File: src/hdl/mwe_pkg.sv
package mwe_pkg;

    localparam int ADDR_BITS = 9;
    localparam int DATA_BITS = 16;
    localparam int MAX_BURST = 512;

    localparam int LEN_W     = 10;
    localparam int POLL_W    = 16;
    localparam int BURST_W   = $clog2(MAX_BURST + 1);
    localparam int FRAME_W   = ADDR_BITS + 4 + DATA_BITS;
    localparam int CNT_W     = $clog2(FRAME_W);

    localparam logic [POLL_W-1:0] POLL_LIMIT_RST = POLL_W'(5000);

    localparam logic REG_POLL_LIMIT = 1'b0;
    localparam logic REG_AUTO_WE    = 1'b1;

    localparam logic [1:0] STAT_OK      = 2'd0;
    localparam logic [1:0] STAT_TIMEOUT = 2'd1;
    localparam logic [1:0] STAT_REJECT  = 2'd2;

    localparam logic [1:0] OPC_READ  = 2'b10;
    localparam logic [1:0] OPC_WRITE = 2'b01;
    localparam logic [1:0] OPC_ERASE = 2'b11;

    localparam logic [FRAME_W-1:0] START_BIT = FRAME_W'(1) << (ADDR_BITS + 3);
    localparam logic [FRAME_W-1:0] FILL_ONES =
        (FRAME_W'(1) << (ADDR_BITS - 1)) - FRAME_W'(1);
    localparam logic [FRAME_W-1:0] EN_FRAME  =
        START_BIT | (FRAME_W'(3) << (ADDR_BITS - 1)) | FILL_ONES;
    localparam logic [FRAME_W-1:0] DIS_FRAME = START_BIT | FILL_ONES;

    localparam logic [CNT_W-1:0] SHORT_CNT = CNT_W'(ADDR_BITS + 3);
    localparam logic [CNT_W-1:0] LONG_CNT  = CNT_W'(ADDR_BITS + 3 + DATA_BITS);
    localparam logic [CNT_W-1:0] READ_CNT  = CNT_W'(DATA_BITS - 1);

    typedef enum logic [2:0] {
        CMD_READ    = 3'd0,
        CMD_WRITE   = 3'd1,
        CMD_ERASE   = 3'd2,
        CMD_ENABLE  = 3'd3,
        CMD_DISABLE = 3'd4
    } cmd_t;

    typedef enum logic [1:0] {
        KIND_TICK = 2'd0,
        KIND_CMD  = 2'd1,
        KIND_BAD  = 2'd2
    } kind_t;

    typedef enum logic [3:0] {
        PH_IDLE     = 4'd0,
        PH_EN_BITS  = 4'd1,
        PH_EN_GAP   = 4'd2,
        PH_OP_BITS  = 4'd3,
        PH_READ     = 4'd4,
        PH_OP_GAP   = 4'd5,
        PH_POLL     = 4'd6,
        PH_POLL_GAP = 4'd7,
        PH_DIS_BITS = 4'd8,
        PH_DONE_GAP = 4'd9
    } phase_t;

    typedef struct packed {
        kind_t                kind;
        cmd_t                 cmd;
        logic [ADDR_BITS-1:0] addr;
        logic [DATA_BITS-1:0] data;
        logic [BURST_W-1:0]   len;
        logic                 pin;
    } item_t;

    typedef struct packed {
        logic                 sel;
        logic                 di;
        logic                 clk;
        logic [DATA_BITS-1:0] word;
        logic                 valid;
        logic                 done;
        logic [1:0]           status;
        logic                 last;
    } res_t;

    typedef struct packed {
        logic [POLL_W-1:0] poll_limit;
        logic              auto_we;
    } cfg_t;

endpackage

File: src/hdl/mwe_front.sv
module mwe_front
    import mwe_pkg::*;
(
    input  logic                 clk,
    input  logic                 rst_n,
    input  logic                 push,
    output logic                 full,
    input  logic                 req_type,
    input  logic [2:0]           command,
    input  logic [8:0]           word_address,
    input  logic [15:0]          write_word,
    input  logic [LEN_W-1:0]     burst_length,
    input  logic                 serial_in_pin,
    output logic                 item_valid,
    output item_t                item,
    input  logic                 item_take
);

    item_t      q_reg [2];
    logic       wr_ptr_reg;
    logic       wr_ptr_next;
    logic       rd_ptr_reg;
    logic       rd_ptr_next;
    logic [1:0] count_reg;
    logic [1:0] count_next;
    item_t      dec;
    logic       wr_en;
    logic       rd_en;

    // classify and normalize the incoming word
    always_comb
    begin
        dec      = '0;
        dec.addr = ADDR_BITS'(word_address);
        dec.data = DATA_BITS'(write_word);
        dec.pin  = serial_in_pin;
        dec.cmd  = CMD_READ;
        if (burst_length == '0)
        begin
            dec.len = BURST_W'(1);
        end
        else if (32'(burst_length) > 32'(MAX_BURST))
        begin
            dec.len = BURST_W'(MAX_BURST);
        end
        else
        begin
            dec.len = BURST_W'(burst_length);
        end
        if (req_type)
        begin
            dec.kind = KIND_TICK;
        end
        else
        begin
            case (command)
                CMD_READ, CMD_WRITE, CMD_ERASE, CMD_ENABLE, CMD_DISABLE:
                begin
                    dec.kind = KIND_CMD;
                    dec.cmd  = cmd_t'(command);
                end
                default:
                begin
                    dec.kind = KIND_BAD;
                end
            endcase
        end
    end

    assign full       = (count_reg == 2'd2);
    assign item_valid = (count_reg != 2'd0);
    assign item       = q_reg[rd_ptr_reg];
    assign wr_en      = push && !full;
    assign rd_en      = item_take && item_valid;

    always_comb
    begin
        wr_ptr_next = wr_ptr_reg ^ wr_en;
        rd_ptr_next = rd_ptr_reg ^ rd_en;
        count_next  = count_reg + {1'b0, wr_en} - {1'b0, rd_en};
    end

    always_ff @(posedge clk or negedge rst_n)
    begin
        if (!rst_n)
        begin
            wr_ptr_reg <= 1'b0;
            rd_ptr_reg <= 1'b0;
            count_reg  <= 2'd0;
        end
        else
        begin
            wr_ptr_reg <= wr_ptr_next;
            rd_ptr_reg <= rd_ptr_next;
            count_reg  <= count_next;
        end
    end

    always_ff @(posedge clk)
    begin
        if (wr_en)
        begin
            q_reg[wr_ptr_reg] <= dec;
        end
    end

endmodule

File: src/hdl/mwe_cfg.sv
module mwe_cfg
    import mwe_pkg::*;
(
    input  logic        clk,
    input  logic        rst_n,
    input  logic        psel,
    input  logic        penable,
    input  logic        pwrite,
    input  logic [2:0]  paddr,
    input  logic [31:0] pwdata,
    output logic [31:0] prdata,
    output logic        pready,
    output cfg_t        cfg
);

    logic [POLL_W-1:0] poll_limit_reg;
    logic [POLL_W-1:0] poll_limit_next;
    logic              auto_we_reg;
    logic              auto_we_next;
    logic              wr;

    assign pready = 1'b1;
    assign wr     = psel && penable && pwrite;

    always_comb
    begin
        poll_limit_next = poll_limit_reg;
        auto_we_next    = auto_we_reg;
        if (wr)
        begin
            case (paddr[2])
                REG_POLL_LIMIT: poll_limit_next = pwdata[POLL_W-1:0];
                REG_AUTO_WE:    auto_we_next    = pwdata[0];
                default:        ;
            endcase
        end
        case (paddr[2])
            REG_POLL_LIMIT: prdata = 32'(poll_limit_reg);
            REG_AUTO_WE:    prdata = 32'(auto_we_reg);
            default:        prdata = '0;
        endcase
    end

    always_ff @(posedge clk or negedge rst_n)
    begin
        if (!rst_n)
        begin
            poll_limit_reg <= POLL_LIMIT_RST;
            auto_we_reg    <= 1'b1;
        end
        else
        begin
            poll_limit_reg <= poll_limit_next;
            auto_we_reg    <= auto_we_next;
        end
    end

    assign cfg.poll_limit = poll_limit_reg;
    assign cfg.auto_we    = auto_we_reg;

endmodule

File: src/hdl/mwe_engine.sv
module mwe_engine
    import mwe_pkg::*;
(
    input  logic  clk,
    input  logic  rst_n,
    input  cfg_t  cfg,
    input  logic  item_valid,
    input  item_t item,
    output logic  item_take,
    input  logic  res_space,
    output logic  res_valid,
    output res_t  res
);

    phase_t               phase_reg;
    phase_t               phase_next;
    logic [CNT_W-1:0]     bit_cnt_reg;
    logic [CNT_W-1:0]     bit_cnt_next;
    logic [FRAME_W-1:0]   shift_out_reg;
    logic [FRAME_W-1:0]   shift_out_next;
    logic [DATA_BITS-1:0] shift_in_reg;
    logic [DATA_BITS-1:0] shift_in_next;
    logic [BURST_W-1:0]   words_left_reg;
    logic [BURST_W-1:0]   words_left_next;
    logic [POLL_W-1:0]    poll_cnt_reg;
    logic [POLL_W-1:0]    poll_cnt_next;
    cmd_t                 held_cmd_reg;
    cmd_t                 held_cmd_next;
    logic [ADDR_BITS-1:0] held_addr_reg;
    logic [ADDR_BITS-1:0] held_addr_next;
    logic [DATA_BITS-1:0] held_data_reg;
    logic [DATA_BITS-1:0] held_data_next;
    logic                 timed_out_reg;
    logic                 timed_out_next;

    logic [DATA_BITS-1:0] shifted_in;
    logic [BURST_W-1:0]   words_dec;
    logic [POLL_W-1:0]    poll_inc;
    logic [POLL_W-1:0]    poll_eff;

    function automatic logic [FRAME_W-1:0] op_frame(
        input cmd_t                 cmd,
        input logic [ADDR_BITS-1:0] addr,
        input logic [DATA_BITS-1:0] data
    );
        logic [1:0]         opc;
        logic [FRAME_W-1:0] frame;
        case (cmd)
            CMD_READ:  opc = OPC_READ;
            CMD_WRITE: opc = OPC_WRITE;
            default:   opc = OPC_ERASE;
        endcase
        frame = START_BIT | (FRAME_W'(opc) << (ADDR_BITS + 1)) | FRAME_W'(addr);
        if (cmd == CMD_WRITE)
        begin
            frame = (frame << DATA_BITS) | FRAME_W'(data);
        end
        return frame;
    endfunction

    function automatic logic [CNT_W-1:0] op_count(input cmd_t cmd);
        return (cmd == CMD_WRITE) ? LONG_CNT : SHORT_CNT;
    endfunction

    assign item_take  = item_valid && res_space;
    assign shifted_in = {shift_in_reg[DATA_BITS-2:0], item.pin};
    assign words_dec  = words_left_reg - BURST_W'(words_left_reg != '0);
    assign poll_inc   = poll_cnt_reg + POLL_W'(1);
    assign poll_eff   = (cfg.poll_limit == '0) ? POLL_W'(1) : cfg.poll_limit;

    always_comb
    begin
        phase_next      = phase_reg;
        bit_cnt_next    = bit_cnt_reg;
        shift_out_next  = shift_out_reg;
        shift_in_next   = shift_in_reg;
        words_left_next = words_left_reg;
        poll_cnt_next   = poll_cnt_reg;
        held_cmd_next   = held_cmd_reg;
        held_addr_next  = held_addr_reg;
        held_data_next  = held_data_reg;
        timed_out_next  = timed_out_reg;
        res_valid       = 1'b0;
        res             = '0;

        if (item_take)
        begin
            case (item.kind)
                KIND_CMD, KIND_BAD:
                begin
                    if (phase_reg != PH_IDLE)
                    begin
                        res_valid  = 1'b1;
                        res.status = STAT_REJECT;
                    end
                    else if (item.kind == KIND_CMD)
                    begin
                        held_cmd_next   = item.cmd;
                        held_addr_next  = item.addr;
                        held_data_next  = item.data;
                        words_left_next = item.len;
                        timed_out_next  = 1'b0;
                        poll_cnt_next   = '0;
                        shift_in_next   = '0;
                        bit_cnt_next    = SHORT_CNT;
                        if (item.cmd == CMD_ENABLE ||
                            ((item.cmd == CMD_WRITE || item.cmd == CMD_ERASE) &&
                             cfg.auto_we))
                        begin
                            shift_out_next = EN_FRAME;
                            phase_next     = PH_EN_BITS;
                        end
                        else if (item.cmd == CMD_DISABLE)
                        begin
                            shift_out_next = DIS_FRAME;
                            phase_next     = PH_DIS_BITS;
                        end
                        else
                        begin
                            shift_out_next = op_frame(item.cmd, item.addr, item.data);
                            bit_cnt_next   = op_count(item.cmd);
                            phase_next     = PH_OP_BITS;
                        end
                    end
                end
                KIND_TICK:
                begin
                    case (phase_reg)
                        PH_IDLE:
                        begin
                        end
                        PH_EN_BITS, PH_OP_BITS, PH_DIS_BITS:
                        begin
                            res_valid = 1'b1;
                            res.sel   = 1'b1;
                            res.clk   = 1'b1;
                            res.di    = shift_out_reg[bit_cnt_reg];
                            if (bit_cnt_reg != '0)
                            begin
                                bit_cnt_next = bit_cnt_reg - CNT_W'(1);
                            end
                            else if (phase_reg == PH_EN_BITS)
                            begin
                                phase_next = PH_EN_GAP;
                            end
                            else if (phase_reg == PH_DIS_BITS)
                            begin
                                phase_next = PH_DONE_GAP;
                            end
                            else if (held_cmd_reg == CMD_READ)
                            begin
                                phase_next    = PH_READ;
                                bit_cnt_next  = READ_CNT;
                                shift_in_next = '0;
                            end
                            else
                            begin
                                phase_next = PH_OP_GAP;
                            end
                        end
                        PH_EN_GAP:
                        begin
                            res_valid = 1'b1;
                            if (held_cmd_reg == CMD_ENABLE)
                            begin
                                res.done   = 1'b1;
                                phase_next = PH_IDLE;
                            end
                            else
                            begin
                                shift_out_next = op_frame(held_cmd_reg, held_addr_reg,
                                                          held_data_reg);
                                bit_cnt_next   = op_count(held_cmd_reg);
                                phase_next     = PH_OP_BITS;
                            end
                        end
                        PH_READ:
                        begin
                            res_valid     = 1'b1;
                            res.sel       = 1'b1;
                            res.clk       = 1'b1;
                            shift_in_next = shifted_in;
                            if (bit_cnt_reg != '0)
                            begin
                                bit_cnt_next = bit_cnt_reg - CNT_W'(1);
                            end
                            else
                            begin
                                res.word        = shifted_in;
                                res.valid       = 1'b1;
                                words_left_next = words_dec;
                                if (words_dec == '0)
                                begin
                                    res.last   = 1'b1;
                                    phase_next = PH_DONE_GAP;
                                end
                                else
                                begin
                                    bit_cnt_next  = READ_CNT;
                                    shift_in_next = '0;
                                end
                            end
                        end
                        PH_OP_GAP:
                        begin
                            res_valid     = 1'b1;
                            poll_cnt_next = '0;
                            phase_next    = PH_POLL;
                        end
                        PH_POLL:
                        begin
                            res_valid = 1'b1;
                            res.sel   = 1'b1;
                            res.clk   = 1'b1;
                            if (item.pin)
                            begin
                                phase_next = PH_POLL_GAP;
                            end
                            else
                            begin
                                poll_cnt_next = poll_inc;
                                if (poll_inc >= poll_eff || poll_inc == '0)
                                begin
                                    timed_out_next = 1'b1;
                                    phase_next     = PH_POLL_GAP;
                                end
                            end
                        end
                        PH_POLL_GAP:
                        begin
                            res_valid = 1'b1;
                            if (cfg.auto_we)
                            begin
                                shift_out_next = DIS_FRAME;
                                bit_cnt_next   = SHORT_CNT;
                                phase_next     = PH_DIS_BITS;
                            end
                            else
                            begin
                                res.done   = 1'b1;
                                res.status = timed_out_reg ? STAT_TIMEOUT : STAT_OK;
                                phase_next = PH_IDLE;
                            end
                        end
                        PH_DONE_GAP:
                        begin
                            res_valid  = 1'b1;
                            res.done   = 1'b1;
                            res.status = timed_out_reg ? STAT_TIMEOUT : STAT_OK;
                            phase_next = PH_IDLE;
                        end
                        default:
                        begin
                            phase_next = PH_IDLE;
                        end
                    endcase
                end
                default:
                begin
                end
            endcase
        end
    end

    always_ff @(posedge clk or negedge rst_n)
    begin
        if (!rst_n)
        begin
            phase_reg      <= PH_IDLE;
            bit_cnt_reg    <= '0;
            shift_out_reg  <= '0;
            shift_in_reg   <= '0;
            words_left_reg <= '0;
            poll_cnt_reg   <= '0;
            held_cmd_reg   <= CMD_READ;
            held_addr_reg  <= '0;
            held_data_reg  <= '0;
            timed_out_reg  <= 1'b0;
        end
        else
        begin
            phase_reg      <= phase_next;
            bit_cnt_reg    <= bit_cnt_next;
            shift_out_reg  <= shift_out_next;
            shift_in_reg   <= shift_in_next;
            words_left_reg <= words_left_next;
            poll_cnt_reg   <= poll_cnt_next;
            held_cmd_reg   <= held_cmd_next;
            held_addr_reg  <= held_addr_next;
            held_data_reg  <= held_data_next;
            timed_out_reg  <= timed_out_next;
        end
    end

endmodule

File: src/hdl/mwe_out_q.sv
module mwe_out_q
    import mwe_pkg::*;
(
    input  logic clk,
    input  logic rst_n,
    input  logic res_valid,
    input  res_t res,
    output logic res_space,
    input  logic pop,
    output logic empty,
    output res_t head
);

    res_t       q_reg [2];
    logic       wr_ptr_reg;
    logic       wr_ptr_next;
    logic       rd_ptr_reg;
    logic       rd_ptr_next;
    logic [1:0] count_reg;
    logic [1:0] count_next;
    logic       wr_en;
    logic       rd_en;

    assign empty     = (count_reg == 2'd0);
    assign head      = q_reg[rd_ptr_reg];
    assign rd_en     = pop && !empty;
    assign res_space = (count_reg != 2'd2) || rd_en;
    assign wr_en     = res_valid;

    always_comb
    begin
        wr_ptr_next = wr_ptr_reg ^ wr_en;
        rd_ptr_next = rd_ptr_reg ^ rd_en;
        count_next  = count_reg + {1'b0, wr_en} - {1'b0, rd_en};
    end

    always_ff @(posedge clk or negedge rst_n)
    begin
        if (!rst_n)
        begin
            wr_ptr_reg <= 1'b0;
            rd_ptr_reg <= 1'b0;
            count_reg  <= 2'd0;
        end
        else
        begin
            wr_ptr_reg <= wr_ptr_next;
            rd_ptr_reg <= rd_ptr_next;
            count_reg  <= count_next;
        end
    end

    always_ff @(posedge clk)
    begin
        if (wr_en)
        begin
            q_reg[wr_ptr_reg] <= res;
        end
    end

endmodule

File: src/hdl/microwire_eeprom_master_top.sv
// channel   direction  handshake           payload
// -------   ---------  ------------------  ----------------------------------------------
// item      in         push / full         req_type command word_address write_word
//                                          burst_length serial_in_pin
// result    out        pop / empty         select_level serial_out_pin clock_pulse
//                                          read_word word_valid done_res status last_word
// config    in         APB psel/penable    poll_limit @0x0, auto_write_enable @0x4
//
// One word per cycle unless a queue stalls. A word is held in the front queue, and its
// result, if any, enters the result queue as the frame sequencer takes it as one step.
// Two-entry queues sit between the front end, the sequencer and the result port.
// full rises only when the front queue holds two words; a stalled pop backs up into it.
// Reset leaves the sequencer idle with both queues empty.
module microwire_eeprom_master_top
    import mwe_pkg::*;
(
    input  logic              clk,
    input  logic              rst_n,
    input  logic              push,
    output logic              full,
    input  logic              req_type,
    input  logic [2:0]        command,
    input  logic [8:0]        word_address,
    input  logic [15:0]       write_word,
    input  logic [LEN_W-1:0]  burst_length,
    input  logic              serial_in_pin,
    output logic              empty,
    input  logic              pop,
    output logic              select_level,
    output logic              serial_out_pin,
    output logic              clock_pulse,
    output logic [15:0]       read_word,
    output logic              word_valid,
    output logic              done_res,
    output logic [1:0]        status,
    output logic              last_word,
    input  logic              psel,
    input  logic              penable,
    input  logic              pwrite,
    input  logic [2:0]        paddr,
    input  logic [31:0]       pwdata,
    output logic [31:0]       prdata,
    output logic              pready
);

    cfg_t  cfg;
    item_t item;
    logic  item_valid;
    logic  item_take;
    logic  res_valid;
    logic  res_space;
    res_t  res;
    res_t  head;

    mwe_front u_front (
        .clk           (clk),
        .rst_n         (rst_n),
        .push          (push),
        .full          (full),
        .req_type      (req_type),
        .command       (command),
        .word_address  (word_address),
        .write_word    (write_word),
        .burst_length  (burst_length),
        .serial_in_pin (serial_in_pin),
        .item_valid    (item_valid),
        .item          (item),
        .item_take     (item_take)
    );

    mwe_cfg u_cfg (
        .clk     (clk),
        .rst_n   (rst_n),
        .psel    (psel),
        .penable (penable),
        .pwrite  (pwrite),
        .paddr   (paddr),
        .pwdata  (pwdata),
        .prdata  (prdata),
        .pready  (pready),
        .cfg     (cfg)
    );

    mwe_engine u_engine (
        .clk        (clk),
        .rst_n      (rst_n),
        .cfg        (cfg),
        .item_valid (item_valid),
        .item       (item),
        .item_take  (item_take),
        .res_space  (res_space),
        .res_valid  (res_valid),
        .res        (res)
    );

    mwe_out_q u_out_q (
        .clk       (clk),
        .rst_n     (rst_n),
        .res_valid (res_valid),
        .res       (res),
        .res_space (res_space),
        .pop       (pop),
        .empty     (empty),
        .head      (head)
    );

    assign select_level   = head.sel;
    assign serial_out_pin = head.di;
    assign clock_pulse    = head.clk;
    assign read_word      = 16'(head.word);
    assign word_valid     = head.valid;
    assign done_res       = head.done;
    assign status         = head.status;
    assign last_word      = head.last;

endmodule
File: config.mk
export PLATFORM = sky130hd
export DESIGN_NAME = microwire_eeprom_master_top
export DESIGN_NICKNAME = d
export VERILOG_FILES = /design/src/hdl/mwe_pkg.sv /design/src/hdl/mwe_front.sv /design/src/hdl/mwe_cfg.sv /design/src/hdl/mwe_engine.sv /design/src/hdl/mwe_out_q.sv /design/src/hdl/microwire_eeprom_master_top.sv
export SDC_FILE = /design/constraint.sdc
export NUM_CORES = 1
export LEC_CHECK = 0
export ABC_CLOCK_PERIOD_IN_PS = 9440
export BUFFER_PORTS_ARGS = -buffer_cell sky130_fd_sc_hd__buf_4
export CAP_MARGIN = 20
export CORE_AREA = 4 4 157 159
export DETAILED_ROUTE_END_ITERATION = 16
export DIE_AREA = 0 0 161 163
export PLACE_DENSITY = 0.75
export SKIP_LAST_GASP = 1
export SLEW_MARGIN = 5
export SYNTH_ARGS = -nofsm -noshare
export SYNTH_HDL_FRONTEND = slang
export SYNTH_SLANG_ARGS = --single-unit
File: constraint.sdc
create_clock -name clk -period 9.44 [get_ports clk]
set_input_delay 1.416 -clock clk [delete_from_list [all_inputs] [get_ports clk]]
set_output_delay 1.416 -clock clk [all_outputs]
set_load 0.005 [all_outputs]
# --- Word-level counts from Yosys, hierarchy flattened ---
# Memories as Yosys holds them, arrays and structs flattened.
# Cells that the tools add are included.
totals:
  ram_bits: 130
  memories: 2
  out_inout_bits: 59
  ff_bits: 133
  wordCells: 245
classes:
  bitwise_logic: 10
  n_eq_ne: 49
  reduce_logical: 43
  n_addsub: 7
  magnitude_cmp: 3
  muxes: 113
memory_table:
  columns: ["name", "depth", "width", "rd", "rd_ports_with_merged_regs", "wr", "line_no", "text"]
  rows:
  - ["u_front.q_reg", 2, 41, 1, 0, 1, "mwe_front.sv:19", "item_t q_reg [2];"]
  - ["u_out_q.q_reg", 2, 24, 1, 0, 1, "mwe_out_q.sv:14", "res_t q_reg [2];"]
ops:
  columns: ["cell", "count"]
  rows:
  - ["29-bit 2-to-1 mux", 8]
  - ["29-bit one-hot mux with 2 select lines", 2]
  - ["15-bit 2-to-1 mux", 6]
  - ["5-bit 2-to-1 mux", 14]
  - ["16-bit 2-to-1 mux", 4]
  - ["16-bit one-hot mux with 2 select lines", 2]
  - ["32-bit one-hot mux with 2 select lines", 1]
  - ["10-bit 2-to-1 mux", 6]
  - ["15-bit one-hot mux with 2 select lines", 2]
  - ["29-bit by 16-bit bitwise OR with 29-bit output", 2]
  - ["4-bit 2-to-1 mux", 12]
  - ["17-bit 2-to-1 mux", 2]
  - ["16-bit logical NOT", 2]
  - ["3-bit != test, second input constant", 10]
  - ["2-bit 2-to-1 mux", 14]
  - ["4-bit one-hot mux with 7 select lines", 1]
  - ["13-bit by 9-bit bitwise OR with 13-bit output", 2]
  - ["24-bit 2-to-1 mux", 1]
  - ["1-bit 2-to-1 mux", 22]
  - ["21-bit 2-to-1 mux", 1]
  - ["10-bit logical NOT", 2]
  - ["10-bit one-hot mux with 2 select lines", 1]
  - ["5-bit one-hot mux with 4 select lines", 1]
  - ["9-bit AND reduction", 2]
  - ["51 further kinds", 105]

# --- Depth between registers and ports, before layout ---
# Gate-level depths: netlist of the first run.
# An unclocked memory read counts as a cell.
logic_depth:
  depth_word: 18
  mapped_depth: 14
  ltp_nobuf: 14

# --- Cells and area by module ---
# Synthesis of the first run repeated with hierarchy kept, for this count alone.
hier_totals:
  cells_unflattened: 1091
  hier_area_um2: 13289.0
by_module_without_submodules:
  columns: ["module", "instances", "cells_per_inst", "area_each_um2", "seq_area_each_um2"]
  rows:
  - ["mwe_engine", 1, 756, 6786.5, 2652.5]
  - ["mwe_front", 1, 167, 3497.1, 2562.5]
  - ["mwe_out_q", 1, 94, 2044.5, 1541.5]
  - ["mwe_cfg", 1, 74, 960.9, 432.9]

# --- Worst setup path after synthesis of the first run ---
# Ideal clock, no wire load.
synth_path:
  kind: "register -> register"
  startpoint: "register u_front.rd_ptr_reg"
  endpoint: "memory u_out_q.q_reg[0][0] (netlist bit), enable pin"
  synth_period_minus_slack_ns: 4.114
  n_path_buf: 7
  required_ns: 9.058
  path_slack_ns: 5.326
  t_arrival_ns: 3.732
  stages_incl_launch_ff: 13
  setup_time_ns: 0.382
  cell_sequence: "dfrtp_1 > buf_2 > buf_2 > buf_2 > buf_2 > mux2i_1 > ha_1 > clkbuf_1 > clkbuf_1 > clkbuf_1 > a21oi_1 > nor4_1 > ha_1"
synth_between:
  elab_chain_cells: 7
  word_cells_on_any_way: 9
  classes_between: "eq/ne (2); mux (4); reduce/logical (2); memory (1)"
synth_rtl:
  columns: ["item", "line_no", "text"]
  rows:
  - ["start, declared", "mwe_front.sv:22", "logic rd_ptr_reg;"]
  - ["start signal, assigned", "mwe_front.sv:94", "rd_ptr_reg <= rd_ptr_next;"]
  - ["memory read 2 x 41 bit (*)", null, null]
  - ["2-bit == test or 2-bit by 1-bit == test with 1-bit output (tied branches)", "mwe_engine.sv:88", "case (item.kind)"]
  - ["2-bit OR reduction", "mwe_engine.sv:88", null]
  - ["1-bit one-hot mux with 2 select lines (*)", "mwe_engine.sv:88", null]
  - ["1-bit 2-to-1 mux (*)", "mwe_engine.sv:86", "if (item_take)"]
  - ["1-bit 2-to-1 mux (*)", "mwe_out_q.sv:55", "if (wr_en)"]
  - ["1-bit 2-to-1 mux (implied by the code) (*)", "mwe_out_q.sv:57", "q_reg[wr_ptr_reg] <= res;"]
  - ["end, declared", "mwe_out_q.sv:14", null]
# Every way passes the cells marked *; elsewhere a longest branch is shown, timed or not.

==> report_table.html, run 1 <==
<table>
<tr><th>Metric</th><th>Value</th></tr>
<tr><th colspan="2">Clocking</th></tr>
<tr><td>H-tree depth reported by CTS</td><td>1</td></tr>
<tr><td>Clock Root Buffer</td><td>sky130_fd_sc_hd__clkbuf_16</td></tr>
<tr><td>Gates resized, CTS repair</td><td>0</td></tr>
<tr><td>Worst-Skew Late Latency</td><td>0.54 ns</td></tr>
<tr><td>Post-CTS Hold Fix Bufs</td><td>0</td></tr>
<tr><td>CTS tree</td><td>done</td></tr>
<tr><td>Number of clock buffers inserted by TritonCTS</td><td>27</td></tr>
<tr><td>Clock-pin slew on the worst setup and hold paths</td><td>0.06 ns</td></tr>
<tr><td>Number of sinks driven by the clock tree</td><td>259</td></tr>
<tr><td>Maximum number of buffers from clock root to sink</td><td>3</td></tr>
<tr><td>Setup fix buffers added after clock tree synthesis</td><td>0</td></tr>
<tr><th colspan="2">Yosys</th></tr>
<tr><td>Count of yosys warnings during synthesis</td><td>0</td></tr>
<tr><td>Post-synthesis sequential element count</td><td>259</td></tr>
<tr><td>Commonest cells in the netlist</td><td>128 x sky130_fd_sc_hd__edfxtp_1, 125 x sky130_fd_sc_hd__dfrtp_1, 82 x sky130_fd_sc_hd__nor2_1</td></tr>
<tr><td>Instance count of the mapped netlist</td><td>1058</td></tr>
<tr><td>Count of distinct cell types in the synthesized netlist</td><td>76</td></tr>
<tr><td>Largest cells by area after synthesis</td><td>sky130_fd_sc_hd__edfxtp_1 31%, sky130_fd_sc_hd__dfrtp_1 25%, sky130_fd_sc_hd__mux2_2 6.4%</td></tr>
<tr><td>Synth area leader</td><td>sky130_fd_sc_hd__edfxtp_1</td></tr>
<tr><td>Post-synth ARST share</td><td>50.6%</td></tr>
<tr><td>Most repeated cell in the gate-level netlist after synthesis</td><td>sky130_fd_sc_hd__edfxtp_1</td></tr>
<tr><td>Post-synthesis instance area</td><td>0.0126 sq mm</td></tr>
<tr><td>Number of flops mapped to enable cells by yosys</td><td>128</td></tr>
<tr><td>Sequential share of the synthesized area</td><td>56.7%</td></tr>
<tr><td>Mean Syn Cell Area</td><td>11.9 sq um</td></tr>
<tr><td>Share of the synthesized area in the top cell type</td><td>30.6%</td></tr>
<tr><td>Synth Flop Type</td><td>sky130_fd_sc_hd__edfxtp_1</td></tr>
<tr><th colspan="2">Cells and area</th></tr>
<tr><td>Antenna cells</td><td>0</td></tr>
<tr><td>Largest register FFs</td><td>82</td></tr>
<tr><td>Area delta synth-&gt;final</td><td>14.3%</td></tr>
<tr><td>Nets</td><td>1255</td></tr>
<tr><td>Layout Cells excl Fill</td><td>1479</td></tr>
<tr><td>Share of the core filled with cells in the final layout</td><td>61.8%</td></tr>
<tr><td>Ratio of cells with drive above 1 in the final layout</td><td>22.2%</td></tr>
<tr><th colspan="2">Global route</th></tr>
<tr><td>Global-route wire length before repair</td><td>40600 um</td></tr>
<tr><td>Combined global-route utilization of all metal layers</td><td>18.6%</td></tr>
<tr><td>Leftover overflow at the end of global routing</td><td>0</td></tr>
<tr><td>Via count of the first global-routing pass</td><td>8260</td></tr>
<tr><td>Number of antenna violations at the first check in global routing</td><td>0</td></tr>
<tr><td>Maximum number of pins on one net before global-route repair</td><td>76</td></tr>
<tr><th colspan="2">Die</th></tr>
<tr><td>Die area</td><td>0.0262 sq mm</td></tr>
<tr><td>Starting density of the core</td><td>54.0%</td></tr>
<tr><td>Width of the die</td><td>161 um</td></tr>
<tr><td>Die boundary height</td><td>163 um</td></tr>
<tr><td>Top-level I/O count</td><td>141</td></tr>
<tr><td>Number of cell rows</td><td>56</td></tr>
<tr><td>Placeable Area</td><td>0.0233 sq mm</td></tr>
<tr><th colspan="2">STA</th></tr>
<tr><td>Worst-margin pin slew</td><td>1.11 ns</td></tr>
<tr><td>Final Max Slew Viols</td><td>0</td></tr>
<tr><td>Setup slack of the critical path after layout</td><td>5.45 ns</td></tr>
<tr><td>Final period utilization</td><td>42.2%</td></tr>
<tr><td>Aggregate negative setup slack</td><td>0 ns</td></tr>
<tr><td>Max Fclk</td><td>251 MHz</td></tr>
<tr><td>Worst clock skew</td><td>0.00910 ns</td></tr>
<tr><td>Tmin final</td><td>3.99 ns</td></tr>
<tr><td>Hold violation count in the final report</td><td>0</td></tr>
<tr><td>Unrepaired setup endpoints after global routing</td><td>no</td></tr>
<tr><td>Worst slew slack as a fraction of its limit</td><td>25.7%</td></tr>
<tr><td>Endpoints failing setup</td><td>0</td></tr>
<tr><td>Worst Hold Margin</td><td>0.481 ns</td></tr>
<tr><th colspan="2">Drt</th></tr>
<tr><td>Total via count in the routed design</td><td>8304</td></tr>
<tr><td>Antenna-violating nets left</td><td>0</td></tr>
<tr><td>Highest layer used for signal routing</td><td>met4</td></tr>
<tr><td>Number of vias per cell</td><td>5.61</td></tr>
<tr><td>Average wire per cell in the routed design</td><td>16.6 um</td></tr>
<tr><td>Detail Route met2 WL</td><td>11800 um</td></tr>
<tr><td>DRC violations left</td><td>0</td></tr>
<tr><td>1st-pass router iterations</td><td>5</td></tr>
<tr><td>Detailed router's first-iteration violation count</td><td>603</td></tr>
<tr><td>Routed metal-1 wirelength</td><td>11100 um</td></tr>
<tr><td>Routed Wire Length</td><td>24600 um</td></tr>
<tr><td>Met3 wire len</td><td>1250 um</td></tr>
<tr><th colspan="2">Placed design</th></tr>
<tr><td>Number of buffers added on ports</td><td>105</td></tr>
<tr><td>Instance count after placement with tap cells included</td><td>1428</td></tr>
<tr><td>Pre-CTS WS</td><td>5.37 ns</td></tr>
<tr><td>Final weighted congestion in routability-driven placement</td><td>0.932</td></tr>
<tr><td>Detail Placement HPWL</td><td>16500 um</td></tr>
<tr><th colspan="2">Worst setup path</th></tr>
<tr><td>Maximum fanout along the worst path</td><td>43</td></tr>
<tr><td>Setup crit start kind</td><td>flip-flop</td></tr>
<tr><td>Register-to-register path setup slack</td><td>5.45 ns</td></tr>
<tr><td>Signal arrival time at the worst endpoint</td><td>4.38 ns</td></tr>
<tr><td>Critical Path RT</td><td>9.83 ns</td></tr>
<tr><td>Worst r2r dst</td><td>u_out_q.q_reg[1][14]</td></tr>
<tr><td>End point of the critical path</td><td>u_out_q.q_reg[1][14]</td></tr>
<tr><td>Worst Reg-to-Reg Cells</td><td>9</td></tr>
<tr><td>Worst Setup Path Type</td><td>reg -&gt; reg</td></tr>
<tr><td>Reg-to-reg critical path startpoint</td><td>u_front.rd_ptr_reg</td></tr>
<tr><td>Launch point of the worst path</td><td>u_front.rd_ptr_reg</td></tr>
<tr><td>Critical Path End Type</td><td>flip-flop</td></tr>
<tr><th colspan="2">Run status</th></tr>
<tr><td>Outcome</td><td>complete, no violations</td></tr>
<tr><th colspan="2">Min path</th></tr>
<tr><td>Type of the worst min-delay path</td><td>reg -&gt; reg</td></tr>
<tr><th colspan="2">Power</th></tr>
<tr><td>Worst vdd ir</td><td>0.153 mV</td></tr>
<tr><td>Power per standard cell area</td><td>303 mW/mm^2</td></tr>
<tr><td>Static Leakage</td><td>6.02 nW</td></tr>
<tr><th colspan="2">Job</th></tr>
<tr><td>Number of violations of the max-capacitance limit</td><td>0</td></tr>
</table>
[cell usage in the layout, fill, tap and decap left out, types with 5 or more instances in the layout]
master	count
sky130_fd_sc_hd__edfxtp_1	128
sky130_fd_sc_hd__dfrtp_1	124
sky130_fd_sc_hd__buf_4	111
sky130_fd_sc_hd__nor2_1	81
sky130_fd_sc_hd__nand2_1	71
sky130_fd_sc_hd__mux2_2	71
sky130_fd_sc_hd__o21ai_0	60
sky130_fd_sc_hd__a21oi_1	53
sky130_fd_sc_hd__inv_1	41
sky130_fd_sc_hd__mux2i_1	36
sky130_fd_sc_hd__ha_1	30
sky130_fd_sc_hd__nand3_1	27
sky130_fd_sc_hd__clkbuf_16	27
sky130_fd_sc_hd__a22o_1	22
sky130_fd_sc_hd__and2_1	21
sky130_fd_sc_hd__nor2b_1	19
sky130_fd_sc_hd__a21o_1	17
sky130_fd_sc_hd__conb_1	17
sky130_fd_sc_hd__xnor2_1	16
sky130_fd_sc_hd__nor3_1	15
sky130_fd_sc_hd__nor4_1	11
sky130_fd_sc_hd__o22ai_1	11
sky130_fd_sc_hd__a221oi_1	10
sky130_fd_sc_hd__o31ai_1	8
sky130_fd_sc_hd__and3_1	7
sky130_fd_sc_hd__nand4_1	7
sky130_fd_sc_hd__xor2_1	7
sky130_fd_sc_hd__mux4_2	7
sky130_fd_sc_hd__clkbuf_1	7
sky130_fd_sc_hd__dfstp_2	6
sky130_fd_sc_hd__nand2b_1	5
sky130_fd_sc_hd__clkinv_2	5
[worst min path at each step]
stage,start,end,slack (ns),depth (start not counted)
floorplan,u_engine.shift_out_reg[2],u_engine.shift_out_reg[2],0.44,1
global placement,u_engine.shift_out_reg[1],u_engine.shift_out_reg[1],0.46,1
detailed placement,u_engine.shift_out_reg[27],u_engine.shift_out_reg[27],0.47,1
CTS,u_engine.shift_out_reg[1],u_engine.shift_out_reg[1],0.48,1
global route,u_engine.shift_out_reg[1],u_engine.shift_out_reg[1],0.50,1
finish,u_engine.shift_out_reg[1],u_engine.shift_out_reg[1],0.48,1
[power breakdown]
group | total (W) | leakage (nW) | internal, W | switching (W)
Combinational | 0.00156 | 2.74 | 0.000695 | 0.000861
Clock | 0.000990 | 0.412 | 0.000577 | 0.000413
Sequential | 0.00181 | 2.87 | 0.00157 | 0.000243
Total | 0.00436 | 6.02 | 0.00284 | 0.00152
[kinds of logic (layout without fill, tap and decap cells)]
| family | count (synthesis) | after routing | synth area share (%) |
|---|---|---|---|
| compound gates | 220 | 220 | 11.7 |
| fa+ha+maj | 32 | 32 | 3.19 |
| flops | 259 | 259 | 56.7 |
| simple gates | 290 | 290 | 11.6 |
| other cells | 2 | 17 | 0.0598 |
| mux | 116 | 116 | 10.7 |
| buf+inv | 116 | 203 | 4.35 |
| xor+xnor | 23 | 23 | 1.60 |
[critical path: stages (launching register included)]
cell and delay [ns]:
sky130_fd_sc_hd__dfrtp_2 0.34, sky130_fd_sc_hd__buf_4 0.53, sky130_fd_sc_hd__mux2i_1 0.39, sky130_fd_sc_hd__ha_1 0.21, sky130_fd_sc_hd__buf_4 0.33, sky130_fd_sc_hd__inv_1 0.34
sky130_fd_sc_hd__nor2_1 0.39, sky130_fd_sc_hd__nand4_1 0.27, sky130_fd_sc_hd__nor2_1 0.75, sky130_fd_sc_hd__and2_1 0.26
[per-stage QoR]
| stage | area, sq um | power (W) |
|---|---|---|
| 2_1_floorplan | 12600 | 0.00291 |
| 3_3_place_gp | 13500 | 0.00331 |
| 3_5_place_dp | 13500 | 0.00337 |
| 4_1_cts | 14300 | 0.00437 |
| 5_1_grt | 14400 | 0.00465 |
| 6_report | 14400 | 0.00436 |
[layout make-up]
class                      count  area [sq um]
clock buffer                  37           743
clock inverter                11          90.1
fill                        1894          8900
inverter                      41           154
multi-input combinational    698          4950
sequential                   259          7130
tap                          319           399
timing repair buffer         114           896
[routing by layer]
layer / vias up / track usage (%)
met1: 4044 / 25.8
met4: 0 / 5.16
met3: 41 / 3.11
met2: 223 / 30.8
met5: - / 0
li1: 3996 / -
Power figures use the tool's default switching activity.
==> inputs of run 2 (changes only) <==
- ABC_AREA: not set -> 1
- ABC_CLOCK_PERIOD_IN_PS: 9440 -> 3500
- CORE_AREA: 4 4 157 159 -> 4 4 162 164
- DIE_AREA: 0 0 161 163 -> 0 0 166 168
- clock period: 9.44 -> 3.5 ns (I/O delays scaled with it)
==> report_table.html, run 2 <==
<table>
<tr><th>Metric</th><th>Value</th></tr>
<tr><th colspan="2">Run status</th></tr>
<tr><td>Outcome</td><td>complete, no violations (unchanged)</td></tr>
<tr><th colspan="2">Power</th></tr>
<tr><td>Clk pwr share</td><td>23.4% (was 22.7%)</td></tr>
<tr><td>Part of the power in registers</td><td>37.0% (was 41.6%)</td></tr>
<tr><td>Total design power</td><td>0.0125 W (was 0.00436 W)</td></tr>
<tr><td>Static Leakage</td><td>6.72 nW (was 6.02 nW)</td></tr>
<tr><td>Total internal power</td><td>0.00765 W (was 0.00284 W)</td></tr>
<tr><td>Fraction of power consumed by combinational cells</td><td>39.7% (was 35.7%)</td></tr>
<tr><td>Switching portion of total power</td><td>38.8% (was 34.8%)</td></tr>
<tr><td>Power per standard cell area</td><td>839 mW/mm^2 (was 303 mW/mm^2)</td></tr>
<tr><td>Worst vdd ir</td><td>0.610 mV (was 0.153 mV)</td></tr>
<tr><td>Sw Pwr</td><td>0.00485 W (was 0.00152 W)</td></tr>
<tr><th colspan="2">Yosys</th></tr>
<tr><td>Synth Flop Type</td><td>sky130_fd_sc_hd__edfxtp_1 (unchanged)</td></tr>
<tr><td>Post-synthesis instance area</td><td>0.0129 sq mm (was 0.0126 sq mm)</td></tr>
<tr><td>Commonest cells in the netlist</td><td>331 x sky130_fd_sc_hd__nand2_1, 170 x sky130_fd_sc_hd__inv_1, 130 x sky130_fd_sc_hd__nor2_1 (was 128 x sky130_fd_sc_hd__edfxtp_1, 125 x sky130_fd_sc_hd__dfrtp_1, 82 x sky130_fd_sc_hd__nor2_1)</td></tr>
<tr><td>Post-synthesis sequential element count</td><td>259 (unchanged)</td></tr>
<tr><td>Number of flops mapped to enable cells by yosys</td><td>128 (unchanged)</td></tr>
<tr><td>Post-synth ARST share</td><td>50.6% (unchanged)</td></tr>
<tr><td>Sequential share of the synthesized area</td><td>55.1% (was 56.7%)</td></tr>
<tr><td>Most repeated cell in the gate-level netlist after synthesis</td><td>sky130_fd_sc_hd__nand2_1 (was sky130_fd_sc_hd__edfxtp_1)</td></tr>
<tr><td>Share of the synthesized area in the top cell type</td><td>29.7% (was 30.6%)</td></tr>
<tr><td>Count of distinct cell types in the synthesized netlist</td><td>56 (was 76)</td></tr>
<tr><td>Largest cells by area after synthesis</td><td>sky130_fd_sc_hd__edfxtp_1 30%, sky130_fd_sc_hd__dfrtp_1 24%, sky130_fd_sc_hd__nand2_1 9.6% (was sky130_fd_sc_hd__edfxtp_1 31%, sky130_fd_sc_hd__dfrtp_1 25%, sky130_fd_sc_hd__mux2_2 6.4%)</td></tr>
<tr><td>Mean Syn Cell Area</td><td>9.14 sq um (was 11.9 sq um)</td></tr>
<tr><td>Synth area leader</td><td>sky130_fd_sc_hd__edfxtp_1 (unchanged)</td></tr>
<tr><td>Count of yosys warnings during synthesis</td><td>0 (unchanged)</td></tr>
<tr><td>Instance count of the mapped netlist</td><td>1417 (was 1058)</td></tr>
<tr><th colspan="2">Clocking</th></tr>
<tr><td>H-tree depth reported by CTS</td><td>1 (unchanged)</td></tr>
<tr><td>Gates resized, CTS repair</td><td>0 (unchanged)</td></tr>
<tr><td>Maximum number of buffers from clock root to sink</td><td>3 (unchanged)</td></tr>
<tr><td>Number of sinks driven by the clock tree</td><td>259 (unchanged)</td></tr>
<tr><td>Worst-Skew Late Latency</td><td>0.53 ns (was 0.54 ns)</td></tr>
<tr><td>Clock Root Buffer</td><td>sky130_fd_sc_hd__clkbuf_16 (unchanged)</td></tr>
<tr><td>Post-CTS Hold Fix Bufs</td><td>0 (unchanged)</td></tr>
<tr><td>CTS tree</td><td>done (unchanged)</td></tr>
<tr><td>Clock-pin slew on the worst setup and hold paths</td><td>0.06 ns (about the same)</td></tr>
<tr><td>Number of clock buffers inserted by TritonCTS</td><td>26 (was 27)</td></tr>
<tr><td>Setup fix buffers added after clock tree synthesis</td><td>0 (unchanged)</td></tr>
<tr><th colspan="2">Worst setup path</th></tr>
<tr><td>Register-to-register path setup slack</td><td>0.28 ns (was 5.45 ns)</td></tr>
<tr><td>Worst Reg-to-Reg Cells</td><td>10 (was 9)</td></tr>
<tr><td>Maximum fanout along the worst path</td><td>50 (was 43)</td></tr>
<tr><td>Reg-to-reg critical path startpoint</td><td>u_front.rd_ptr_reg (unchanged)</td></tr>
<tr><td>Worst Setup Path Type</td><td>reg -&gt; reg (unchanged)</td></tr>
<tr><td>Launch point of the worst path</td><td>u_front.rd_ptr_reg (unchanged)</td></tr>
<tr><td>Signal arrival time at the worst endpoint</td><td>3.67 ns (was 4.38 ns)</td></tr>
<tr><td>End point of the critical path</td><td>u_engine.shift_out_reg[6] (was u_out_q.q_reg[1][14])</td></tr>
<tr><td>Setup crit start kind</td><td>flip-flop (unchanged)</td></tr>
<tr><td>Critical Path End Type</td><td>flip-flop (unchanged)</td></tr>
<tr><td>Worst r2r dst</td><td>u_engine.shift_out_reg[6] (was u_out_q.q_reg[1][14])</td></tr>
<tr><td>Critical Path RT</td><td>3.95 ns (was 9.83 ns)</td></tr>
<tr><th colspan="2">Global route</th></tr>
<tr><td>Leftover overflow at the end of global routing</td><td>0 (unchanged)</td></tr>
<tr><td>Via count of the first global-routing pass</td><td>9318 (was 8260)</td></tr>
<tr><td>Combined global-route utilization of all metal layers</td><td>19.0% (was 18.6%)</td></tr>
<tr><td>Global-route wire length before repair</td><td>45200 um (was 40600 um)</td></tr>
<tr><td>GR met3 Demand/Resource</td><td>3.08% (was 3.11%)</td></tr>
<tr><td>Maximum number of pins on one net before global-route repair</td><td>52 (was 76)</td></tr>
<tr><td>Number of antenna violations at the first check in global routing</td><td>0 (unchanged)</td></tr>
<tr><td>Global routing usage on met2</td><td>30.1% (was 30.8%)</td></tr>
<tr><td>Met1 GRT Util</td><td>27.9% (was 25.8%)</td></tr>
<tr><td>Most used routing layer in global routing</td><td>met2 (unchanged)</td></tr>
<tr><th colspan="2">Drt</th></tr>
<tr><td>Number of vias per cell</td><td>5.20 (was 5.61)</td></tr>
<tr><td>Total via count in the routed design</td><td>9703 (was 8304)</td></tr>
<tr><td>Detailed router's first-iteration violation count</td><td>762 (was 603)</td></tr>
<tr><td>Antenna-violating nets left</td><td>0 (unchanged)</td></tr>
<tr><td>DRC violations left</td><td>0 (unchanged)</td></tr>
<tr><td>1st-pass router iterations</td><td>5 (unchanged)</td></tr>
<tr><td>Routed Wire Length</td><td>26700 um (was 24600 um)</td></tr>
<tr><td>Average wire per cell in the routed design</td><td>14.3 um (was 16.6 um)</td></tr>
<tr><th colspan="2">Cells and area</th></tr>
<tr><td>Most common cell after layout, fill and taps aside</td><td>sky130_fd_sc_hd__nand2_1 (was sky130_fd_sc_hd__edfxtp_1)</td></tr>
<tr><td>Antenna cells</td><td>0 (unchanged)</td></tr>
<tr><td>Number of inserted filler cells in the final layout</td><td>2095 (was 1894)</td></tr>
<tr><td>Nets</td><td>1631 (was 1255)</td></tr>
<tr><td>Area delta synth-&gt;final</td><td>15.1% (was 14.3%)</td></tr>
<tr><td>Largest register FFs</td><td>82 (unchanged)</td></tr>
<tr><td>Leading cell types in the layout, fill and taps excluded</td><td>331 x sky130_fd_sc_hd__nand2_1, 170 x sky130_fd_sc_hd__inv_1, 130 x sky130_fd_sc_hd__nor2_1 (was 128 x sky130_fd_sc_hd__edfxtp_1, 124 x sky130_fd_sc_hd__dfrtp_1, 111 x sky130_fd_sc_hd__buf_4)</td></tr>
<tr><td>Ratio of cells with drive above 1 in the final layout</td><td>16.9% (was 22.2%)</td></tr>
<tr><td>Share of the core filled with cells in the final layout</td><td>59.9% (was 61.8%)</td></tr>
<tr><th colspan="2">STA</th></tr>
<tr><td>Final Max Slew Viols</td><td>0 (unchanged)</td></tr>
<tr><td>Hold violation count in the final report</td><td>0 (unchanged)</td></tr>
<tr><td>Worst clock skew</td><td>0.0101 ns (was 0.00910 ns)</td></tr>
<tr><td>Endpoints failing setup</td><td>0 (unchanged)</td></tr>
<tr><td>Final period utilization</td><td>91.9% (was 42.2%)</td></tr>
<tr><td>Tmin final</td><td>3.22 ns (was 3.99 ns)</td></tr>
<tr><td>Worst slew slack as a fraction of its limit</td><td>37.1% (was 25.7%)</td></tr>
<tr><td>Max Fclk</td><td>311 MHz (was 251 MHz)</td></tr>
<tr><td>Worst-margin pin slew</td><td>0.942 ns (was 1.11 ns)</td></tr>
<tr><td>Unrepaired setup endpoints after global routing</td><td>no (unchanged)</td></tr>
<tr><th colspan="2">Die</th></tr>
<tr><td>Top-level I/O count</td><td>141 (unchanged)</td></tr>
<tr><td>Number of cell rows</td><td>58 (was 56)</td></tr>
<tr><td>Placeable Area</td><td>0.0249 sq mm (was 0.0233 sq mm)</td></tr>
<tr><td>Starting density of the core</td><td>52.0% (was 54.0%)</td></tr>
<tr><td>Die boundary height</td><td>168 um (was 163 um)</td></tr>
<tr><td>Die area</td><td>0.0279 sq mm (was 0.0262 sq mm)</td></tr>
<tr><td>Width of the die</td><td>166 um (was 161 um)</td></tr>
<tr><th colspan="2">Placed design</th></tr>
<tr><td>Final weighted congestion in routability-driven placement</td><td>0.923 (was 0.932)</td></tr>
<tr><td>Number of buffers added on ports</td><td>105 (unchanged)</td></tr>
<tr><td>Detail Placement HPWL</td><td>19000 um (was 16500 um)</td></tr>
<tr><th colspan="2">Job</th></tr>
<tr><td>Number of violations of the max-capacitance limit</td><td>0 (unchanged)</td></tr>
<tr><th colspan="2">Min path</th></tr>
<tr><td>Type of the worst min-delay path</td><td>in -&gt; async (was reg -&gt; reg)</td></tr>
</table>
## run 2: worst max-delay path, cell delays in order (launching register included)
cell and delay, ns:
sky130_fd_sc_hd__dfrtp_1 0.40, sky130_fd_sc_hd__buf_4 0.19, sky130_fd_sc_hd__o21ai_0 0.39, sky130_fd_sc_hd__ha_1 0.51
sky130_fd_sc_hd__inv_2 0.23, sky130_fd_sc_hd__a21oi_1 0.29, sky130_fd_sc_hd__nand4_4 0.21, sky130_fd_sc_hd__nor2_4 0.12
sky130_fd_sc_hd__buf_4 0.41, sky130_fd_sc_hd__o221ai_1 0.24, sky130_fd_sc_hd__o21ai_1 0.13
## run 2: cell families after synthesis
kind of cell	share of synthesized area, %
fa+ha+maj	3.09
compound gates	11.7
other cells	0.0580
mux	1.01
buf+inv	8.24
flops	55.1
simple gates	20.3
xor+xnor	0.541
## run 2: how the worst min path moves through the flow
stage | start | to | slack, ns | cells past startpoint
after floorplan | rst_n | u_cfg.poll_limit_reg[0] | 0.23 | 0
after global placement | u_engine.shift_in_reg[9] | u_engine.shift_in_reg[9] | 0.46 | 2
after detailed placement | u_engine.shift_in_reg[4] | u_engine.shift_in_reg[4] | 0.47 | 2
after CTS | rst_n | u_front.wr_ptr_reg | 0.05 | 1
after global routing | rst_n | u_engine.held_cmd_reg[2] | 0.09 | 1
final | rst_n | u_engine.words_left_reg[8] | 0.04 | 1
## run 2: power by group through the flow
stage,registers (W),clock network [W],logic (W)
floorplan,0.00455,0,0.00363
global placement,0.00464,0,0.00483
detailed placement,0.00467,0,0.00496
CTS,0.00461,0.00297,0.00498
global route,0.00471,0.00310,0.00565
finish,0.00462,0.00292,0.00496
## run 2: final cells by class
class / count / area [sq um] / share of cell area, %
inverters: 189 / 717 / 4.81
well taps: 330 / 413 / 2.77
multi-input cells: 920 / 4810 / 32.3
clock buffers: 34 / 721 / 4.84
clock inverters: 14 / 194 / 1.30
repair buffers: 121 / 921 / 6.18
flip-flops and latches: 259 / 7130 / 47.8
## run 2: layer usage
layer	share of wire, %	wire length, um
met1	47	12600
met2	45	12100
met3	6.0	1600
met4	1.5	395
met5	0	0
## run 2: per-stage QoR
step / TNS (ns) / instance area, sq um / std cells / hold slack [ns] / setup WS [ns]
4_1_cts: 0 / 14900 / 1867 / 0.0525 / 0.322
6_report: 0 / 14900 / 1867 / 0.0388 / 0.284
3_5_place_dp: 0 / 14000 / 1819 / 0.468 / 0.308
3_3_place_gp: 0 / 14000 / 1819 / 0.464 / 0.417
5_1_grt: 0 / 14900 / 1867 / 0.0855 / 0.0105
2_1_floorplan: -9.85 / 13000 / 1432 / 0.229 / -0.214
==> inputs of run 3 (changes only) <==
- GPL_TIMING_DRIVEN: not set -> 0
- REMOVE_ABC_BUFFERS: not set -> 1
==> report_table.html, run 3 (synthesis gave the netlist of run 2 again) <==
<table>
<tr><th>Metric</th><th>Value</th></tr>
<tr><th colspan="2">Clocking</th></tr>
<tr><td>H-tree depth reported by CTS</td><td>1 (unchanged)</td></tr>
<tr><td>Number of sinks driven by the clock tree</td><td>259 (unchanged)</td></tr>
<tr><td>Worst-Skew Late Latency</td><td>0.54 ns (was 0.53 ns)</td></tr>
<tr><td>Maximum number of buffers from clock root to sink</td><td>3 (unchanged)</td></tr>
<tr><td>Clock-pin slew on the worst setup and hold paths</td><td>0.06 ns (about the same)</td></tr>
<tr><td>Clock Root Buffer</td><td>sky130_fd_sc_hd__clkbuf_16 (unchanged)</td></tr>
<tr><td>Number of clock buffers inserted by TritonCTS</td><td>28 (was 26)</td></tr>
<tr><td>CTS tree</td><td>done (unchanged)</td></tr>
<tr><th colspan="2">Worst setup path</th></tr>
<tr><td>Setup crit start kind</td><td>flip-flop (unchanged)</td></tr>
<tr><td>Critical Path Max Stage Delay</td><td>0.40 ns (was 0.51 ns)</td></tr>
<tr><td>Critical Path End Type</td><td>flip-flop (unchanged)</td></tr>
<tr><td>Worst Setup Path Type</td><td>reg -&gt; reg (unchanged)</td></tr>
<tr><td>Library cell contributing the largest single delay on the critical path</td><td>sky130_fd_sc_hd__dfrtp_2 (was sky130_fd_sc_hd__ha_1)</td></tr>
<tr><td>Critical Path RT</td><td>3.95 ns (about the same)</td></tr>
<tr><td>Launch point of the worst path</td><td>u_front.rd_ptr_reg (unchanged)</td></tr>
<tr><td>Worst path depth</td><td>13 (was 10)</td></tr>
<tr><td>Maximum fanout along the worst path</td><td>41 (was 50)</td></tr>
<tr><td>Worst Reg-to-Reg Cells</td><td>13 (was 10)</td></tr>
<tr><td>Signal arrival time at the worst endpoint</td><td>3.65 ns (was 3.67 ns)</td></tr>
<tr><td>Top cell family by delay on the critical path</td><td>simple AND/OR/NAND/NOR gates (was compound AO/OA/AOI/OAI gates)</td></tr>
<tr><td>Reg-to-reg critical path startpoint</td><td>u_front.rd_ptr_reg (unchanged)</td></tr>
<tr><td>Combined buffer and inverter count along the critical path</td><td>4 (was 3)</td></tr>
<tr><td>Critical-path cell list</td><td>buf_12 &gt; inv_4 &gt; or2_2 &gt; o21ai_0 &gt; inv_1 &gt; ha_1 &gt; inv_1 &gt; nand4_4 &gt; a21oi_2 &gt; nand3_4 &gt; nor2_2 &gt; nand2_4 &gt; o21ai_0 (was buf_4 &gt; o21ai_0 &gt; ha_1 &gt; inv_2 &gt; a21oi_1 &gt; nand4_4 &gt; nor2_4 &gt; buf_4 &gt; o221ai_1 &gt; o21ai_1)</td></tr>
<tr><th colspan="2">Power</th></tr>
<tr><td>Power per standard cell area</td><td>853 mW/mm^2 (was 839 mW/mm^2)</td></tr>
<tr><td>Switching portion of total power</td><td>39.4% (was 38.8%)</td></tr>
<tr><td>Clk pwr share</td><td>22.4% (was 23.4%)</td></tr>
<tr><td>Worst vdd ir</td><td>0.494 mV (was 0.610 mV)</td></tr>
<tr><td>Static Leakage</td><td>6.75 nW (was 6.72 nW)</td></tr>
<tr><td>Total internal power</td><td>0.00780 W (was 0.00765 W)</td></tr>
<tr><td>Part of the power in registers</td><td>36.2% (was 37.0%)</td></tr>
<tr><td>Fraction of power consumed by combinational cells</td><td>41.4% (was 39.7%)</td></tr>
<tr><td>Sw Pwr</td><td>0.00507 W (was 0.00485 W)</td></tr>
<tr><th colspan="2">STA</th></tr>
<tr><td>Worst clock skew</td><td>0.0133 ns (was 0.0101 ns)</td></tr>
<tr><td>Tmin final</td><td>3.20 ns (was 3.22 ns)</td></tr>
<tr><td>Final period utilization</td><td>91.4% (was 91.9%)</td></tr>
<tr><td>Hold violation count in the final report</td><td>0 (unchanged)</td></tr>
<tr><td>Worst-margin pin slew</td><td>0.966 ns (was 0.942 ns)</td></tr>
<tr><td>Unrepaired setup endpoints after global routing</td><td>no (unchanged)</td></tr>
<tr><td>Max Fclk</td><td>313 MHz (was 311 MHz)</td></tr>
<tr><td>Endpoints failing setup</td><td>0 (unchanged)</td></tr>
<tr><td>Worst slew slack as a fraction of its limit</td><td>35.4% (was 37.1%)</td></tr>
<tr><td>Final Max Slew Viols</td><td>0 (unchanged)</td></tr>
<tr><th colspan="2">Cells and area</th></tr>
<tr><td>Nets</td><td>1635 (was 1631)</td></tr>
<tr><td>Ratio of cells with drive above 1 in the final layout</td><td>17.2% (was 16.9%)</td></tr>
<tr><td>Area delta synth-&gt;final</td><td>16.6% (was 15.1%)</td></tr>
<tr><td>Largest register FFs</td><td>82 (unchanged)</td></tr>
<tr><td>Layout Cells excl Fill</td><td>1873 (was 1867)</td></tr>
<tr><td>Leading cell types in the layout, fill and taps excluded</td><td>331 x sky130_fd_sc_hd__nand2_1, 170 x sky130_fd_sc_hd__inv_1, 129 x sky130_fd_sc_hd__nor2_1 (was 331 x sky130_fd_sc_hd__nand2_1, 170 x sky130_fd_sc_hd__inv_1, 130 x sky130_fd_sc_hd__nor2_1)</td></tr>
<tr><td>Antenna cells</td><td>0 (unchanged)</td></tr>
<tr><td>Most common cell after layout, fill and taps aside</td><td>sky130_fd_sc_hd__nand2_1 (unchanged)</td></tr>
<tr><td>Post-route cell area</td><td>0.0151 sq mm (was 0.0149 sq mm)</td></tr>
<tr><th colspan="2">Drt</th></tr>
<tr><td>Antenna-violating nets left</td><td>0 (unchanged)</td></tr>
<tr><td>Total via count in the routed design</td><td>9861 (was 9703)</td></tr>
<tr><td>DRC violations left</td><td>0 (unchanged)</td></tr>
<tr><td>Detailed router's first-iteration violation count</td><td>783 (was 762)</td></tr>
<tr><td>Average wire per cell in the routed design</td><td>15.1 um (was 14.3 um)</td></tr>
<tr><td>Routed Wire Length</td><td>28400 um (was 26700 um)</td></tr>
<tr><td>1st-pass router iterations</td><td>5 (unchanged)</td></tr>
<tr><td>Number of vias per cell</td><td>5.26 (was 5.20)</td></tr>
<tr><th colspan="2">Placed design</th></tr>
<tr><td>Final weighted congestion in routability-driven placement</td><td>0.865 (was 0.923)</td></tr>
<tr><td>Number of buffers added on ports</td><td>105 (unchanged)</td></tr>
<tr><td>Instance count after placement with tap cells included</td><td>1809 (was 1819)</td></tr>
<tr><td>Instance area after placement</td><td>0.0140 sq mm (about the same)</td></tr>
<tr><td>Detail Placement HPWL</td><td>19000 um (about the same)</td></tr>
<tr><th colspan="2">Die</th></tr>
<tr><td>Starting density of the core</td><td>52.0% (unchanged)</td></tr>
<tr><td>Width of the die</td><td>166 um (unchanged)</td></tr>
<tr><td>Die area</td><td>0.0279 sq mm (unchanged)</td></tr>
<tr><td>Top-level I/O count</td><td>141 (unchanged)</td></tr>
<tr><td>Die boundary height</td><td>168 um (unchanged)</td></tr>
<tr><td>Number of cell rows</td><td>58 (unchanged)</td></tr>
<tr><td>Placeable Area</td><td>0.0249 sq mm (unchanged)</td></tr>
<tr><th colspan="2">Min path</th></tr>
<tr><td>Count of cells along the worst hold path</td><td>1</td></tr>
<tr><td>Source of the worst hold timing path</td><td>write_word[3]</td></tr>
<tr><td>Type of the worst min-delay path</td><td>in -&gt; reg (was in -&gt; async)</td></tr>
<tr><th colspan="2">Global route</th></tr>
<tr><td>Via count of the first global-routing pass</td><td>9467 (was 9318)</td></tr>
<tr><td>Leftover overflow at the end of global routing</td><td>0 (unchanged)</td></tr>
<tr><td>Maximum number of pins on one net before global-route repair</td><td>77 (was 52)</td></tr>
<tr><td>Global-route wire length before repair</td><td>46600 um (was 45200 um)</td></tr>
<tr><td>Combined global-route utilization of all metal layers</td><td>19.9% (was 19.0%)</td></tr>
<tr><td>Number of antenna violations at the first check in global routing</td><td>0 (unchanged)</td></tr>
<tr><th colspan="2">Run status</th></tr>
<tr><td>Outcome</td><td>complete, no violations (unchanged)</td></tr>
<tr><th colspan="2">Job</th></tr>
<tr><td>Number of violations of the max-capacitance limit</td><td>0 (unchanged)</td></tr>
</table>
## run 3: stage by stage
step | TNS, ns | util (%) | total power (W) | setup WS (ns) | hold slack, ns
3_5_place_dp | -125.71 | 56.2 | 0.00965 | -1.40 | 0.466
2_1_floorplan | -63.94 | - | 0.00798 | -0.851 | 0.229
4_1_cts | 0 | 60.5 | 0.0129 | 0.00437 | 0.140
6_report | 0 | 60.6 | 0.0129 | 0.302 | 0.164
3_3_place_gp | -386.97 | 55.7 | 0.00941 | -2.74 | 0.462
5_1_grt | 0 | 60.6 | 0.0138 | 0.0380 | 0.142
## run 3: cell type report
| type | instances | area (sq um) |
|---|---|---|
| fillers | 2073 | 9800 |
| clock buffers | 38 | 779 |
| multi-input cells | 923 | 4910 |
| well taps | 330 | 413 |
| clock inverters | 14 | 133 |
| flip-flops and latches | 259 | 7130 |
| repair buffers | 120 | 1000 |
| inverters | 189 | 722 |
## run 3: repair_timing
action,4_1_cts,5_1_grt
endpoints found under the hold margin,49,0
gates resized for setup,14,5
pin swaps,4,0
gates cloned,3,0
hold buffers,1,0
endpoints found under the setup margin,163,93
setup buffers,5,3
## run 3: path summary, 6_finish.rpt
check,to,slack [ns]
worst max-delay path,u_engine.shift_in_reg[14],0.30
worst min-delay path,u_front.q_reg[0][14],0.16
worst max register to register,u_engine.shift_in_reg[14],0.30
min in group asynchronous,u_engine.words_left_reg[2],0.52
worst min register to register,u_engine.shift_in_reg[8],0.48
max in group asynchronous,u_engine.phase_reg[3],2.19
## run 3: layer usage
layer	global-route usage (%)	vias up	wire length [um]
met5	0	-	0
met4	5.85	0	667
met3	2.89	51	1630
met2	34.0	262	13800
met1	26.8	4676	12200
li1	-	4872	-
## run 3: worst reg2reg max path, stage by stage, from the launching register on
cell                      delay (ns)
sky130_fd_sc_hd__dfrtp_2        0.40
sky130_fd_sc_hd__buf_12         0.24
sky130_fd_sc_hd__inv_4          0.19
sky130_fd_sc_hd__or2_2          0.33
sky130_fd_sc_hd__o21ai_0        0.25
sky130_fd_sc_hd__inv_1          0.14
sky130_fd_sc_hd__ha_1           0.21
sky130_fd_sc_hd__inv_1          0.14
sky130_fd_sc_hd__nand4_4        0.19
sky130_fd_sc_hd__a21oi_2        0.20
sky130_fd_sc_hd__nand3_4        0.22
sky130_fd_sc_hd__nor2_2         0.19
sky130_fd_sc_hd__nand2_4        0.17
sky130_fd_sc_hd__o21ai_0        0.24
## run 3: power by group through the flow
stage               logic, W  registers [W]  clock network (W)
floorplan            0.00334        0.00464                  0
global placement     0.00463        0.00478                  0
detailed placement   0.00494        0.00471                  0
CTS                  0.00532        0.00466            0.00294
global route         0.00597        0.00475            0.00307
finish               0.00533        0.00466            0.00288
